**src/hdl/mslc_pkg.sv**
```systemverilog
// shared constants, types and controller/datapath interface structs
// for the midpoint subdivision line clipper; no dependencies
`timescale 1ns / 1ps
`default_nettype none

package mslc_pkg;

  localparam int COORD_BITS  = 16;
  localparam int SPAN_BITS   = COORD_BITS - 1;
  localparam int STACK_DEPTH = 16;
  localparam int MAX_PIECES  = 64;
  localparam int STACK_AW    = $clog2(STACK_DEPTH);
  localparam int TOP_W       = $clog2(STACK_DEPTH + 1);
  localparam int CNT_W       = $clog2(MAX_PIECES + 1);

  // configuration register indexes
  localparam int CFG_IDX_W = 3;
  localparam logic [CFG_IDX_W-1:0] CFG_WIN_LEFT   = 3'd0;
  localparam logic [CFG_IDX_W-1:0] CFG_WIN_BOTTOM = 3'd1;
  localparam logic [CFG_IDX_W-1:0] CFG_WIN_RIGHT  = 3'd2;
  localparam logic [CFG_IDX_W-1:0] CFG_WIN_TOP    = 3'd3;
  localparam logic [CFG_IDX_W-1:0] CFG_STOP_SPAN  = 3'd4;

  typedef struct packed {
    logic signed [COORD_BITS-1:0] ax;
    logic signed [COORD_BITS-1:0] ay;
    logic signed [COORD_BITS-1:0] bx;
    logic signed [COORD_BITS-1:0] by;
  } seg_t;

  typedef enum logic [1:0] {
    ST_IDLE,
    ST_EVAL,
    ST_POP_WAIT,
    ST_FINISH
  } state_t;

  typedef struct packed {
    logic start;   // load a new segment, clear per-segment state
    logic split;   // push start half, continue with end half
    logic keep;    // retire held fragment to output, hold current piece
    logic pop;     // read the top of the stack
    logic load;    // current piece from stack read data
    logic limit;   // fragment limit reached
    logic finish;  // deliver the final result
  } cmd_t;

  typedef struct packed {
    logic drop;
    logic visible;
    logic limit_hit;
    logic stack_empty;
    logic held_valid;
    logic out_free;
  } stat_t;

endpackage

`default_nettype wire

```
**src/hdl/midpoint_subdivision_line_clipper.sv**
```systemverilog
// top level of the midpoint subdivision line clipper
// joins mslc_ctrl and mslc_datapath; uses mslc_pkg
`timescale 1ns / 1ps
`default_nettype none

// Clips one segment (signed Q9.6 endpoints) against the window held in the
// configuration registers by recursive midpoint subdivision, with the start
// halves waiting on a 16-entry stack in a ram. Each segment gives its visible
// fragments in subdivision order (end half before start half), or one empty
// marker with out_piece_valid low; the final result of a segment carries
// out_last_piece, and out_cut_short on it reports that the 64-fragment limit
// or a full stack threw work away. Timing is data dependent: the block takes
// the request, evaluates the pieces, spends an extra wait state on each piece
// taken back off the stack (the stack ram read is registered), delivers the
// final result, and waits while the output is stalled and a result waits for
// it. Subdivision depth is bounded by the coordinate width. A single
// evaluation unit handles one piece per cycle while no stack read or busy
// output holds it up, so one segment is in work at a time; the next segment
// is taken as soon as the last result of the previous one sits in the output
// register. Configuration writes take effect at once and belong in idle
// periods.

module midpoint_subdivision_line_clipper (
  input  wire logic                                   clk,
  input  wire logic                                   rst_n,
  // configuration write port
  input  wire logic                                   cfg_we,
  input  wire logic [mslc_pkg::CFG_IDX_W-1:0]         cfg_index,
  input  wire logic [mslc_pkg::COORD_BITS-1:0]        cfg_data,
  // segment requests
  input  wire logic                                   in_valid,
  output logic                                        in_stall,
  input  wire logic signed [mslc_pkg::COORD_BITS-1:0] in_start_x,
  input  wire logic signed [mslc_pkg::COORD_BITS-1:0] in_start_y,
  input  wire logic signed [mslc_pkg::COORD_BITS-1:0] in_end_x,
  input  wire logic signed [mslc_pkg::COORD_BITS-1:0] in_end_y,
  // fragment results
  output logic                                        out_valid,
  input  wire logic                                   out_stall,
  output logic signed [mslc_pkg::COORD_BITS-1:0]      out_piece_x0,
  output logic signed [mslc_pkg::COORD_BITS-1:0]      out_piece_y0,
  output logic signed [mslc_pkg::COORD_BITS-1:0]      out_piece_x1,
  output logic signed [mslc_pkg::COORD_BITS-1:0]      out_piece_y1,
  output logic                                        out_piece_valid,
  output logic                                        out_last_piece,
  output logic                                        out_cut_short
);

  // command and status between controller and datapath
  mslc_pkg::cmd_t  cmd;
  mslc_pkg::stat_t stat;

  // sequencer: evaluate, split, pop, deliver
  mslc_ctrl u_ctrl (
    .clk     (clk),
    .rst_n   (rst_n),
    .in_valid(in_valid),
    .in_stall(in_stall),
    .stat    (stat),
    .cmd     (cmd)
  );

  // window registers, piece registers, stack and output register
  mslc_datapath u_dp (
    .clk            (clk),
    .rst_n          (rst_n),
    .cfg_we         (cfg_we),
    .cfg_index      (cfg_index),
    .cfg_data       (cfg_data),
    .in_start_x     (in_start_x),
    .in_start_y     (in_start_y),
    .in_end_x       (in_end_x),
    .in_end_y       (in_end_y),
    .cmd            (cmd),
    .stat           (stat),
    .out_stall      (out_stall),
    .out_valid      (out_valid),
    .out_piece_x0   (out_piece_x0),
    .out_piece_y0   (out_piece_y0),
    .out_piece_x1   (out_piece_x1),
    .out_piece_y1   (out_piece_y1),
    .out_piece_valid(out_piece_valid),
    .out_last_piece (out_last_piece),
    .out_cut_short  (out_cut_short)
  );

endmodule

`default_nettype wire

```
**src/hdl/mslc_ram.sv**
```systemverilog
// generic single write port, single read port ram with registered read
// no dependencies
`timescale 1ns / 1ps
`default_nettype none

module mslc_ram #(
  parameter int WIDTH = 64,
  parameter int DEPTH = 16
) (
  input  wire logic                     clk,
  input  wire logic                     we,
  input  wire logic [$clog2(DEPTH)-1:0] waddr,
  input  wire logic [WIDTH-1:0]         wdata,
  input  wire logic                     re,
  input  wire logic [$clog2(DEPTH)-1:0] raddr,
  output logic      [WIDTH-1:0]         rdata
);

  logic [WIDTH-1:0] mem_r [DEPTH];

  always_ff @(posedge clk) begin
    if (we) begin
      mem_r[waddr] <= wdata;
    end
    if (re) begin
      rdata <= mem_r[raddr];
    end
  end

endmodule

`default_nettype wire

```
**src/hdl/mslc_datapath.sv**
```systemverilog
// clipper datapath: config registers, current and held pieces, outcodes,
// midpoint, stack ram, counters and output register; uses mslc_pkg, mslc_ram
`timescale 1ns / 1ps
`default_nettype none

module mslc_datapath (
  input  wire logic                                   clk,
  input  wire logic                                   rst_n,
  input  wire logic                                   cfg_we,
  input  wire logic [mslc_pkg::CFG_IDX_W-1:0]         cfg_index,
  input  wire logic [mslc_pkg::COORD_BITS-1:0]        cfg_data,
  input  wire logic signed [mslc_pkg::COORD_BITS-1:0] in_start_x,
  input  wire logic signed [mslc_pkg::COORD_BITS-1:0] in_start_y,
  input  wire logic signed [mslc_pkg::COORD_BITS-1:0] in_end_x,
  input  wire logic signed [mslc_pkg::COORD_BITS-1:0] in_end_y,
  input  wire mslc_pkg::cmd_t                         cmd,
  output mslc_pkg::stat_t                             stat,
  input  wire logic                                   out_stall,
  output logic                                        out_valid,
  output logic signed [mslc_pkg::COORD_BITS-1:0]      out_piece_x0,
  output logic signed [mslc_pkg::COORD_BITS-1:0]      out_piece_y0,
  output logic signed [mslc_pkg::COORD_BITS-1:0]      out_piece_x1,
  output logic signed [mslc_pkg::COORD_BITS-1:0]      out_piece_y1,
  output logic                                        out_piece_valid,
  output logic                                        out_last_piece,
  output logic                                        out_cut_short
);

  localparam int W = mslc_pkg::COORD_BITS;

  localparam logic [3:0] OC_BOTTOM = 4'b0001;
  localparam logic [3:0] OC_RIGHT  = 4'b0010;
  localparam logic [3:0] OC_TOP    = 4'b0100;
  localparam logic [3:0] OC_LEFT   = 4'b1000;

  // configuration
  logic signed [W-1:0] win_left_r, win_bottom_r, win_right_r, win_top_r;
  logic [mslc_pkg::SPAN_BITS-1:0] span_r;

  // per-segment state
  mslc_pkg::seg_t cur_r, cur_nxt, held_r, held_nxt;
  logic held_valid_r, held_valid_nxt;
  logic [mslc_pkg::TOP_W-1:0] top_r, top_nxt;
  logic [mslc_pkg::CNT_W-1:0] cnt_r, cnt_nxt;
  logic cut_r, cut_nxt;

  // output register
  mslc_pkg::seg_t out_seg_r, out_seg_nxt;
  logic out_valid_r, out_valid_nxt;
  logic out_pv_r, out_pv_nxt;
  logic out_last_r, out_last_nxt;
  logic out_cut_r, out_cut_nxt;

  // evaluation
  logic signed [W:0] dx, dy, sx, sy;
  logic [W:0] adx, ady;
  logic [mslc_pkg::SPAN_BITS-1:0] tol;
  logic small_span;
  logic [3:0] code0, code1;
  logic stack_full, stack_empty, out_free;
  mslc_pkg::seg_t push_seg, mid_seg, pop_seg;
  logic push_we;

  function automatic logic [3:0] outcode(
    input logic signed [W-1:0] x,
    input logic signed [W-1:0] y,
    input logic signed [W-1:0] wl,
    input logic signed [W-1:0] wb,
    input logic signed [W-1:0] wr,
    input logic signed [W-1:0] wt
  );
    logic [3:0] c;
    c = '0;
    if (x <= wl) c = c | OC_LEFT;
    if (x >= wr) c = c | OC_RIGHT;
    if (y <= wb) c = c | OC_BOTTOM;
    if (y >= wt) c = c | OC_TOP;
    return c;
  endfunction

  always_comb begin
    dx  = {cur_r.ax[W-1], cur_r.ax} - {cur_r.bx[W-1], cur_r.bx};
    dy  = {cur_r.ay[W-1], cur_r.ay} - {cur_r.by[W-1], cur_r.by};
    adx = dx[W] ? (W+1)'(-dx) : (W+1)'(dx);
    ady = dy[W] ? (W+1)'(-dy) : (W+1)'(dy);
    tol = (span_r == '0) ? mslc_pkg::SPAN_BITS'(1) : span_r;
    small_span = (adx <= (W+1)'(tol)) && (ady <= (W+1)'(tol));

    code0 = outcode(cur_r.ax, cur_r.ay, win_left_r, win_bottom_r, win_right_r, win_top_r);
    code1 = outcode(cur_r.bx, cur_r.by, win_left_r, win_bottom_r, win_right_r, win_top_r);

    // floor midpoint is an arithmetic shift of the widened sum
    sx = {cur_r.ax[W-1], cur_r.ax} + {cur_r.bx[W-1], cur_r.bx};
    sy = {cur_r.ay[W-1], cur_r.ay} + {cur_r.by[W-1], cur_r.by};

    push_seg.ax = cur_r.ax;
    push_seg.ay = cur_r.ay;
    push_seg.bx = sx[W:1];
    push_seg.by = sy[W:1];
    mid_seg.ax  = sx[W:1];
    mid_seg.ay  = sy[W:1];
    mid_seg.bx  = cur_r.bx;
    mid_seg.by  = cur_r.by;

    stack_full  = (top_r == mslc_pkg::TOP_W'(mslc_pkg::STACK_DEPTH));
    stack_empty = (top_r == '0);
    out_free    = !out_valid_r || !out_stall;
    push_we     = cmd.split && !stack_full;
  end

  always_comb begin
    stat.visible     = (code0 == '0) && (code1 == '0) && !small_span;
    stat.drop        = small_span || (((code0 | code1) != '0) && ((code0 & code1) != '0));
    stat.limit_hit   = (cnt_r >= mslc_pkg::CNT_W'(mslc_pkg::MAX_PIECES));
    stat.stack_empty = stack_empty;
    stat.held_valid  = held_valid_r;
    stat.out_free    = out_free;
  end

  logic [mslc_pkg::TOP_W-1:0] top_dec;
  assign top_dec = top_r - mslc_pkg::TOP_W'(1);

  mslc_ram #(
    .WIDTH($bits(mslc_pkg::seg_t)),
    .DEPTH(mslc_pkg::STACK_DEPTH)
  ) u_stack (
    .clk  (clk),
    .we   (push_we),
    .waddr(top_r[mslc_pkg::STACK_AW-1:0]),
    .wdata(push_seg),
    .re   (cmd.pop),
    .raddr(top_dec[mslc_pkg::STACK_AW-1:0]),
    .rdata(pop_seg)
  );

  always_comb begin
    cur_nxt        = cur_r;
    held_nxt       = held_r;
    held_valid_nxt = held_valid_r;
    top_nxt        = top_r;
    cnt_nxt        = cnt_r;
    cut_nxt        = cut_r;
    out_seg_nxt    = out_seg_r;
    out_pv_nxt     = out_pv_r;
    out_last_nxt   = out_last_r;
    out_cut_nxt    = out_cut_r;
    out_valid_nxt  = out_valid_r && out_stall;

    if (cmd.start) begin
      cur_nxt.ax     = in_start_x;
      cur_nxt.ay     = in_start_y;
      cur_nxt.bx     = in_end_x;
      cur_nxt.by     = in_end_y;
      held_valid_nxt = 1'b0;
      top_nxt        = '0;
      cnt_nxt        = '0;
      cut_nxt        = 1'b0;
    end
    if (cmd.split) begin
      cur_nxt = mid_seg;
      if (stack_full) begin
        cut_nxt = 1'b1;
      end else begin
        top_nxt = top_r + mslc_pkg::TOP_W'(1);
      end
    end
    if (cmd.load) begin
      cur_nxt = pop_seg;
    end
    if (cmd.pop) begin
      top_nxt = top_dec;
    end
    if (cmd.limit) begin
      cut_nxt = 1'b1;
    end
    if (cmd.keep) begin
      if (held_valid_r) begin
        out_seg_nxt   = held_r;
        out_pv_nxt    = 1'b1;
        out_last_nxt  = 1'b0;
        out_cut_nxt   = 1'b0;
        out_valid_nxt = 1'b1;
      end
      held_nxt       = cur_r;
      held_valid_nxt = 1'b1;
      cnt_nxt        = cnt_r + mslc_pkg::CNT_W'(1);
    end
    if (cmd.finish) begin
      // empty marker when no fragment was found
      out_seg_nxt   = held_valid_r ? held_r : '0;
      out_pv_nxt    = held_valid_r;
      out_last_nxt  = 1'b1;
      out_cut_nxt   = cut_r;
      out_valid_nxt = 1'b1;
    end
  end

  always_ff @(posedge clk) begin
    if (!rst_n) begin
      win_left_r   <= '0;
      win_bottom_r <= '0;
      win_right_r  <= W'(448);
      win_top_r    <= W'(384);
      span_r       <= mslc_pkg::SPAN_BITS'(6);
    end else if (cfg_we) begin
      case (cfg_index)
        mslc_pkg::CFG_WIN_LEFT:   win_left_r   <= cfg_data;
        mslc_pkg::CFG_WIN_BOTTOM: win_bottom_r <= cfg_data;
        mslc_pkg::CFG_WIN_RIGHT:  win_right_r  <= cfg_data;
        mslc_pkg::CFG_WIN_TOP:    win_top_r    <= cfg_data;
        mslc_pkg::CFG_STOP_SPAN:  span_r       <= cfg_data[mslc_pkg::SPAN_BITS-1:0];
        default: ;
      endcase
    end
  end

  always_ff @(posedge clk) begin
    if (!rst_n) begin
      held_valid_r <= 1'b0;
      top_r        <= '0;
      cnt_r        <= '0;
      cut_r        <= 1'b0;
      out_valid_r  <= 1'b0;
    end else begin
      held_valid_r <= held_valid_nxt;
      top_r        <= top_nxt;
      cnt_r        <= cnt_nxt;
      cut_r        <= cut_nxt;
      out_valid_r  <= out_valid_nxt;
    end
  end

  always_ff @(posedge clk) begin
    cur_r      <= cur_nxt;
    held_r     <= held_nxt;
    out_seg_r  <= out_seg_nxt;
    out_pv_r   <= out_pv_nxt;
    out_last_r <= out_last_nxt;
    out_cut_r  <= out_cut_nxt;
  end

  assign out_valid       = out_valid_r;
  assign out_piece_x0    = out_seg_r.ax;
  assign out_piece_y0    = out_seg_r.ay;
  assign out_piece_x1    = out_seg_r.bx;
  assign out_piece_y1    = out_seg_r.by;
  assign out_piece_valid = out_pv_r;
  assign out_last_piece  = out_last_r;
  assign out_cut_short   = out_cut_r;

  a_top_bound: assert property (@(posedge clk) disable iff (!rst_n)
    top_r <= mslc_pkg::TOP_W'(mslc_pkg::STACK_DEPTH))
    else $error("stack pointer beyond depth");

  a_cnt_bound: assert property (@(posedge clk) disable iff (!rst_n)
    cnt_r <= mslc_pkg::CNT_W'(mslc_pkg::MAX_PIECES))
    else $error("fragment count beyond limit");

  a_keep_free: assert property (@(posedge clk) disable iff (!rst_n)
    (cmd.keep && held_valid_r) |-> out_free)
    else $error("held fragment retired onto a busy output");

  a_finish_free: assert property (@(posedge clk) disable iff (!rst_n)
    cmd.finish |-> out_free)
    else $error("final result onto a busy output");

  a_pop_nonempty: assert property (@(posedge clk) disable iff (!rst_n)
    cmd.pop |-> !stack_empty)
    else $error("pop from empty stack");

  a_held_count: assert property (@(posedge clk) disable iff (!rst_n)
    held_valid_r |-> (cnt_r != '0))
    else $error("held fragment without count");

endmodule

`default_nettype wire

```
**src/hdl/mslc_ctrl.sv**
```systemverilog
// clipper controller: state machine sequencing evaluate, split, pop and
// result delivery; uses mslc_pkg
`timescale 1ns / 1ps
`default_nettype none

module mslc_ctrl (
  input  wire logic            clk,
  input  wire logic            rst_n,
  input  wire logic            in_valid,
  output logic                 in_stall,
  input  wire mslc_pkg::stat_t stat,
  output mslc_pkg::cmd_t       cmd
);

  mslc_pkg::state_t state_r, state_nxt;

  always_comb begin
    state_nxt = state_r;
    case (state_r)
      mslc_pkg::ST_IDLE: begin
        if (in_valid) state_nxt = mslc_pkg::ST_EVAL;
      end
      mslc_pkg::ST_EVAL: begin
        if (stat.drop) begin
          state_nxt = stat.stack_empty ? mslc_pkg::ST_FINISH : mslc_pkg::ST_POP_WAIT;
        end else if (stat.visible) begin
          if (stat.limit_hit) begin
            state_nxt = mslc_pkg::ST_FINISH;
          end else if (!stat.held_valid || stat.out_free) begin
            state_nxt = stat.stack_empty ? mslc_pkg::ST_FINISH : mslc_pkg::ST_POP_WAIT;
          end
        end
      end
      mslc_pkg::ST_POP_WAIT: begin
        state_nxt = mslc_pkg::ST_EVAL;
      end
      mslc_pkg::ST_FINISH: begin
        if (stat.out_free) state_nxt = mslc_pkg::ST_IDLE;
      end
      default: state_nxt = mslc_pkg::ST_IDLE;
    endcase
  end

  always_comb begin
    cmd      = '0;
    in_stall = 1'b1;
    case (state_r)
      mslc_pkg::ST_IDLE: begin
        in_stall  = 1'b0;
        cmd.start = in_valid;
      end
      mslc_pkg::ST_EVAL: begin
        if (stat.drop) begin
          cmd.pop = !stat.stack_empty;
        end else if (stat.visible) begin
          if (stat.limit_hit) begin
            cmd.limit = 1'b1;
          end else if (!stat.held_valid || stat.out_free) begin
            cmd.keep = 1'b1;
            cmd.pop  = !stat.stack_empty;
          end
        end else begin
          cmd.split = 1'b1;
        end
      end
      mslc_pkg::ST_POP_WAIT: begin
        cmd.load = 1'b1;
      end
      mslc_pkg::ST_FINISH: begin
        cmd.finish = stat.out_free;
      end
      default: ;
    endcase
  end

  always_ff @(posedge clk) begin
    if (!rst_n) begin
      state_r <= mslc_pkg::ST_IDLE;
    end else begin
      state_r <= state_nxt;
    end
  end

  a_start_idle: assert property (@(posedge clk) disable iff (!rst_n)
    cmd.start |=> (state_r == mslc_pkg::ST_EVAL))
    else $error("segment start did not enter evaluation");

  a_load_after_pop: assert property (@(posedge clk) disable iff (!rst_n)
    cmd.load |-> $past(cmd.pop))
    else $error("stack load without preceding pop");

  a_one_action: assert property (@(posedge clk) disable iff (!rst_n)
    $onehot0({cmd.split, cmd.keep, cmd.limit, cmd.load, cmd.finish, cmd.start}))
    else $error("conflicting datapath commands");

endmodule

`default_nettype wire

```
**config.mk**
```make
export PLATFORM = sky130hd
export DESIGN_NAME = midpoint_subdivision_line_clipper
export DESIGN_NICKNAME = d
export VERILOG_FILES = /design/src/hdl/mslc_pkg.sv /design/src/hdl/midpoint_subdivision_line_clipper.sv /design/src/hdl/mslc_ram.sv /design/src/hdl/mslc_datapath.sv /design/src/hdl/mslc_ctrl.sv
export SDC_FILE = /design/constraint.sdc
export NUM_CORES = 2
export LEC_CHECK = 0
export BUFFER_PORTS_ARGS = -buffer_cell sky130_fd_sc_hd__buf_4
export CAP_MARGIN = 20
export CORE_MARGIN = 5
export CORE_UTILIZATION = 52
export CTS_CLUSTER_SIZE = 10
export DETAILED_ROUTE_END_ITERATION = 6
export HOLD_SLACK_MARGIN = 0.02
export PLACE_DENSITY_LB_ADDON = 0.05
export SKIP_CTS_REPAIR_TIMING = 1
export SYNTH_ARGS = -nofsm -noshare
export SYNTH_HDL_FRONTEND = slang
export SYNTH_HIERARCHICAL = 1
export SYNTH_SLANG_ARGS = --single-unit
```
**constraint.sdc**
```tcl
create_clock -name clk -period 14.2 [get_ports clk]
set_clock_uncertainty 0.2 [all_clocks]
set_input_delay 1.42 -clock clk [delete_from_list [all_inputs] [get_ports clk]]
set_output_delay 1.42 -clock clk [all_outputs]
set_load 0.1 [all_outputs]
```
* Yosys cells after proc, flatten, opt, wreduce, memory -nomap -nowiden
Memory sizes are Yosys's and may differ from the RTL's. A register that Yosys moved wholly into a read port is not among the register bits. Cells that the tools add are included.
Word-level totals: bits in registers 291, RAM bits 1024, output and inout port bits 69, word-level logic and storage cells 163, memories kept 1
Cells by class: $add $sub $neg 9, $lt $le $gt $ge 11, equality and inequality tests 13, mux-type cells 64, bitwise gates (word level) 2, reductions and logical operators 37
Memory list:
- u_dp.u_stack.mem_r | words 16, bits a word 64, read ports 1, clocked after memory_dff 1, wr ports 1, line mslc_ram.sv:19 | logic [WIDTH-1:0] mem_r [DEPTH];
Operators with widths (count):
- two-way mux 64 bit | 7
- >= comparator 16 bit | 4
- less-or-equal comparator 16 bit | 4
- adder 16 x 16 -> 17 bit | 2
- less-or-equal comparator 17 x 15 -> 1 bit | 2
- two-way mux 17 bit | 2
- negator 17 bit | 2
- subtractor 16 x 16 -> 17 bit | 2
- two-way mux 1 bit | 30
- two-way mux 2 bit | 12
- two-way mux 5 bit | 4
- AND reduction 2 bit | 8
- zero test 15 bit | 1
- two-way mux 15 bit | 1
- two-way mux 7 bit | 2
- two-way mux 3 bit | 3
- zero test 4 bit | 2
- two-way mux 4 bit | 2
- one-hot mux 2 bit (4 select lines) | 1
- nonzero test 2 bit | 4
- nonzero test 4 bit | 2
- adder 7 x 1 -> 7 bit (second input constant) | 1
- >= comparator 7 bit (second input constant) | 1
- equality test 3 x 2 -> 1 bit (second input constant) | 2
- other kinds (21) | 35

* Depth between registers and ports, before layout
depth in word-level cells 14, gate-level depth with buffers 33, depth with buffers taken out 31

* Modules after synthesis
Netlist, hierarchy kept.
By module, submodules not included:
- mslc_ram | times used 1, cells an instance 1647, area each 40222.3 µm², sequential area each 32671.3 µm²
- mslc_datapath | times used 1, cells an instance 1920, area each 18704.2 µm², sequential area each 7727.4 µm²
- mslc_ctrl | times used 1, cells an instance 28, area each 203.9 µm², sequential area each 40.0 µm²

* Least setup slack after synthesis
No wires, ideal clock.
path type reg-to-reg, start register u_dp/cur_r[50] (netlist bit), end memory u_dp.u_stack.mem_r[0][0], enable pin, setup time 0.565 ns, arrival time 10.622 ns, setup slack 2.814 ns, stages on the path, launching flop included 27, buffers on the path 2, period minus slack after synthesis 11.386 ns, path through edfxtp_1 > ha_1 > buf_6 > nor2b_4 > o2111a_1 > or4_4 > a211o_1 > a211o_1 > nor4_1 > and2_1 > nor2_1 > xnor2_1 > ha_1 > nand4_1 > a2111oi_0 > a311oi_1 > o22ai_1 > a211oi_2 > nand3b_1 > nor2_1 > nand2_1 > nor2_1 > clkbuf_1 > clkinv_1 > a21oi_1 > or3b_2 > nor3_1
RTL lines:
- from (decl) | line mslc_datapath.sv:41 | mslc_pkg::seg_t cur_r, cur_nxt, held_r, held_nxt;
- from (signal assigned) | line mslc_datapath.sv:234 | cur_r <= cur_nxt;
- to (decl) | line mslc_ram.sv:19

==> metrics <==
grt ovf 0; status complete, no violations; clock sink count 1379; EDFF count, synth 1282; crit-path max FO 42; initial antenna violation count 4; average routed wire per standard cell 29.1 um; RSZ-0062 raised after global routing false; fin crit share 0.758; Setup CP Type reg2reg; CP required 14.37 ns; register area share after synthesis 0.684; post-layout min period 10.76 ns; TNS Setup 0 ns; Rel. slew slack 0.235; Clock transition at path regs 0.05 ns; ratio of cells with drive above 1 in the final layout 0.190; Hold/Removal Path Class reg2reg; die extent in y 347 um; CTS buffer count 158; Syn-to-layout area delta 13.1%; Synth Register Bits 1379; WP data arrival 10.93 ns; Hold Slack 0.271 ns; vias per cell 6.22; Avg Inst Size Synth 16.4 um^2; largest net degree at the start of global routing 146; number of port buffers 156; Max-cap violations 0; root buf cell clkbuf_16; Total GRT Usage 0.257; drt total wl 156000 um; Die X 347 um; H-tree lvl count 4; Cells after Synth 3595; Mapped Nets 3916; Synth Flop Type edfxtp_1; Skew-Pair Late Insertion Delay 0.76 ns; core area 0.113 mm^2; synth unique cells 82; Std-Cell Rows 123; 1st-pass router iterations 7; Worst-Margin Slew 1.15 ns; initial drt markers 3070; max frequency 93.0 MHz; Slew Limit Fails 0; Top Ports 157; final hold viol count 0; # nets final 4144; Initial Util 0.525; placer congestion estimate 0.865; Clock Path Buffers 3; number of remaining DRC errors 0; die area 0.121 mm^2; number of global-route vias before repair 34100; Detail Placement HPWL 97000 um; via count 33400; ANT nets after route 0; final setup violating endpoints 0; Cell Area, Synth 0.0591 mm^2; global-route wire length before repair 228000 um; synth warn 6; Crit. End Element flop; startpoint types flop; ys async rst share 0; CTS tree built
## Yosys cell counts, types with 21 or more instances
library cell	instances	share of area
xor2_1	24	0.0036
a21oi_1	77	0.0065
and2_1	73	0.0077
nand4_1	31	0.0033
ha_1	229	0.048
a22o_1	36	0.0053
a21boi_0	79	0.010
o21ai_0	81	0.0069
xnor2_1	50	0.0074
nor2_1	108	0.0069
clkbuf_1	107	0.0068
nand2_1	305	0.019
o21a_1	35	0.0044
nor3_1	35	0.0030
edfxtp_1	1282	0.65
mux2i_1	29	0.0049
nand3_1	29	0.0025
a22oi_1	129	0.016
dfxtp_1	97	0.033
inv_1	150	0.0095
buf_1	21	0.0013
nor2b_1	33	0.0035
nand2b_1	23	0.0024
mux4_2	256	0.098
a21o_1	33	0.0042
## sequential cells by signal, summed over array words and instances (netlist names)
signal,flops
u_dp/out_piece_x1,16
u_dp/out_valid,1
u_dp/held_valid_r,1
u_dp/win_bottom_r,16
u_dp/cnt_r,7
u_dp/out_piece_y0,16
u_dp/out_last_piece,1
u_dp/out_piece_y1,16
u_dp/top_r,5
u_dp/out_piece_x0,16
u_dp/cur_r,64
u_dp/span_r,15
u_dp/u_stack/mem_r,1024
u_dp/out_piece_valid,1
u_ctrl/state_r,2
u_dp/win_top_r,16
u_dp/out_cut_short,1
u_dp/win_right_r,16
u_dp/win_left_r,16
u_dp/cut_r,1
u_dp/u_stack/rdata,64
u_dp/held_r,64
## worst max-delay path, cell delays in order (launching register included)
cell       delay (ns)
edfxtp_1         0.80
ha_1             0.46
nor2b_4          0.18
o2111a_1         0.27
or4_4            0.53
a21oi_1          0.21
nor2_1           0.09
o31ai_1          0.81
o21ai_0          0.23
ha_1             0.36
nor2b_1          0.15
o21a_1           0.13
o21a_1           0.10
o21ai_0          0.09
a2111oi_0        0.55
a311oi_1         0.14
o22ai_1          0.23
a211oi_2         0.07
nand3b_1         0.23
nor2_1           0.19
nand2_1          0.18
nor2_4           0.14
buf_4            0.54
clkinv_1         0.42
a21oi_1          0.77
nand3_1          0.45
nor2_4           0.95
buf_4            0.81
## placed cells by master (no fill, tap or decap), types with 19 or more instances in the layout
master / Yosys / routed
ha_1: 229 / 229
nand3_1: 29 / 29
edfxtp_1: 1282 / 1282
a22oi_1: 129 / 129
nand2_1: 305 / 304
a22o_1: 36 / 36
xor2_1: 24 / 19
nor2b_1: 33 / 30
dfxtp_1: 97 / 97
inv_1: 150 / 147
clkbuf_16: 0 / 160
xnor2_1: 50 / 38
a21boi_0: 79 / 79
buf_4: 9 / 219
o21ai_0: 81 / 80
and2_1: 73 / 72
nor2_1: 108 / 92
o21a_1: 35 / 35
clkbuf_1: 107 / 25
mux4_2: 256 / 256
a21oi_1: 77 / 77
nand2b_1: 23 / 22
nor3_1: 35 / 31
nand4_1: 31 / 31
a21o_1: 33 / 33
mux2i_1: 29 / 29
## metal layers
layer | wire length (um) | GRT usage | vias up
li1 | - | - | 14500
met1 | 66600 | 0.372 | 17400
met2 | 73400 | 0.405 | 1292
met3 | 12600 | 0.0532 | 211
met4 | 3650 | 0.0670 | 0
met5 | 0 | 0 | -
## area by class of cell
type,instances,area (um^2)
clock buffer,187,4130
tap,1500,1880
clock inverter,17,284
fill,8411,45800
inverter,151,582
timing repair buffer,235,1920
multi-input combinational,1898,17600
antenna,2,5.00
sequential,1379,40400
## cells by family after synthesis
family / Yosys count / synth area share
flip-flops: 1379 / 0.684
AND/OR/NAND/NOR: 706 / 0.0577
AO/OA/AOI/OAI: 600 / 0.0724
buffers and inverters: 318 / 0.0229
multiplexers: 285 / 0.102
adder cells (fa/ha/maj): 233 / 0.0498
XOR/XNOR: 74 / 0.0110
## metrics by stage
stage | utilization | area [um^2] | cells | setup slack (ns)
5_1_grt | 0.594 | 66900 | 5367 | 2.91
3_3_place_gp | 0.552 | 62200 | 5149 | 3.92
2_1_floorplan | - | 59100 | 3595 | 2.81
4_1_cts | 0.592 | 66700 | 5358 | 3.59
6_report | 0.594 | 66900 | 5369 | 3.44
3_5_place_dp | 0.553 | 62300 | 5154 | 3.63
## final timing paths
kind | slack [ns] | startpoint | cells past startpoint | endpoint
hold / removal | 0.27 | u_dp/win_bottom_r[10]$_SDFFE_PN0P_ | 2 | u_dp/win_bottom_r[10]$_SDFFE_PN0P_
setup reg to reg | 3.44 | u_dp/cur_r[50]$_DFFE_PP_ | 27 | u_dp/u_stack/mem_r[15][54]$_DFFE_PP_
hold reg to reg | 0.27 | u_dp/win_bottom_r[10]$_SDFFE_PN0P_ | 2 | u_dp/win_bottom_r[10]$_SDFFE_PN0P_
setup / recovery | 3.44 | u_dp/cur_r[50]$_DFFE_PP_ | 27 | u_dp/u_stack/mem_r[15][54]$_DFFE_PP_
Power is left out: the tool's default activity adds up to more than one toggle a clock period on the data nets, which glitch-free logic cannot reach.
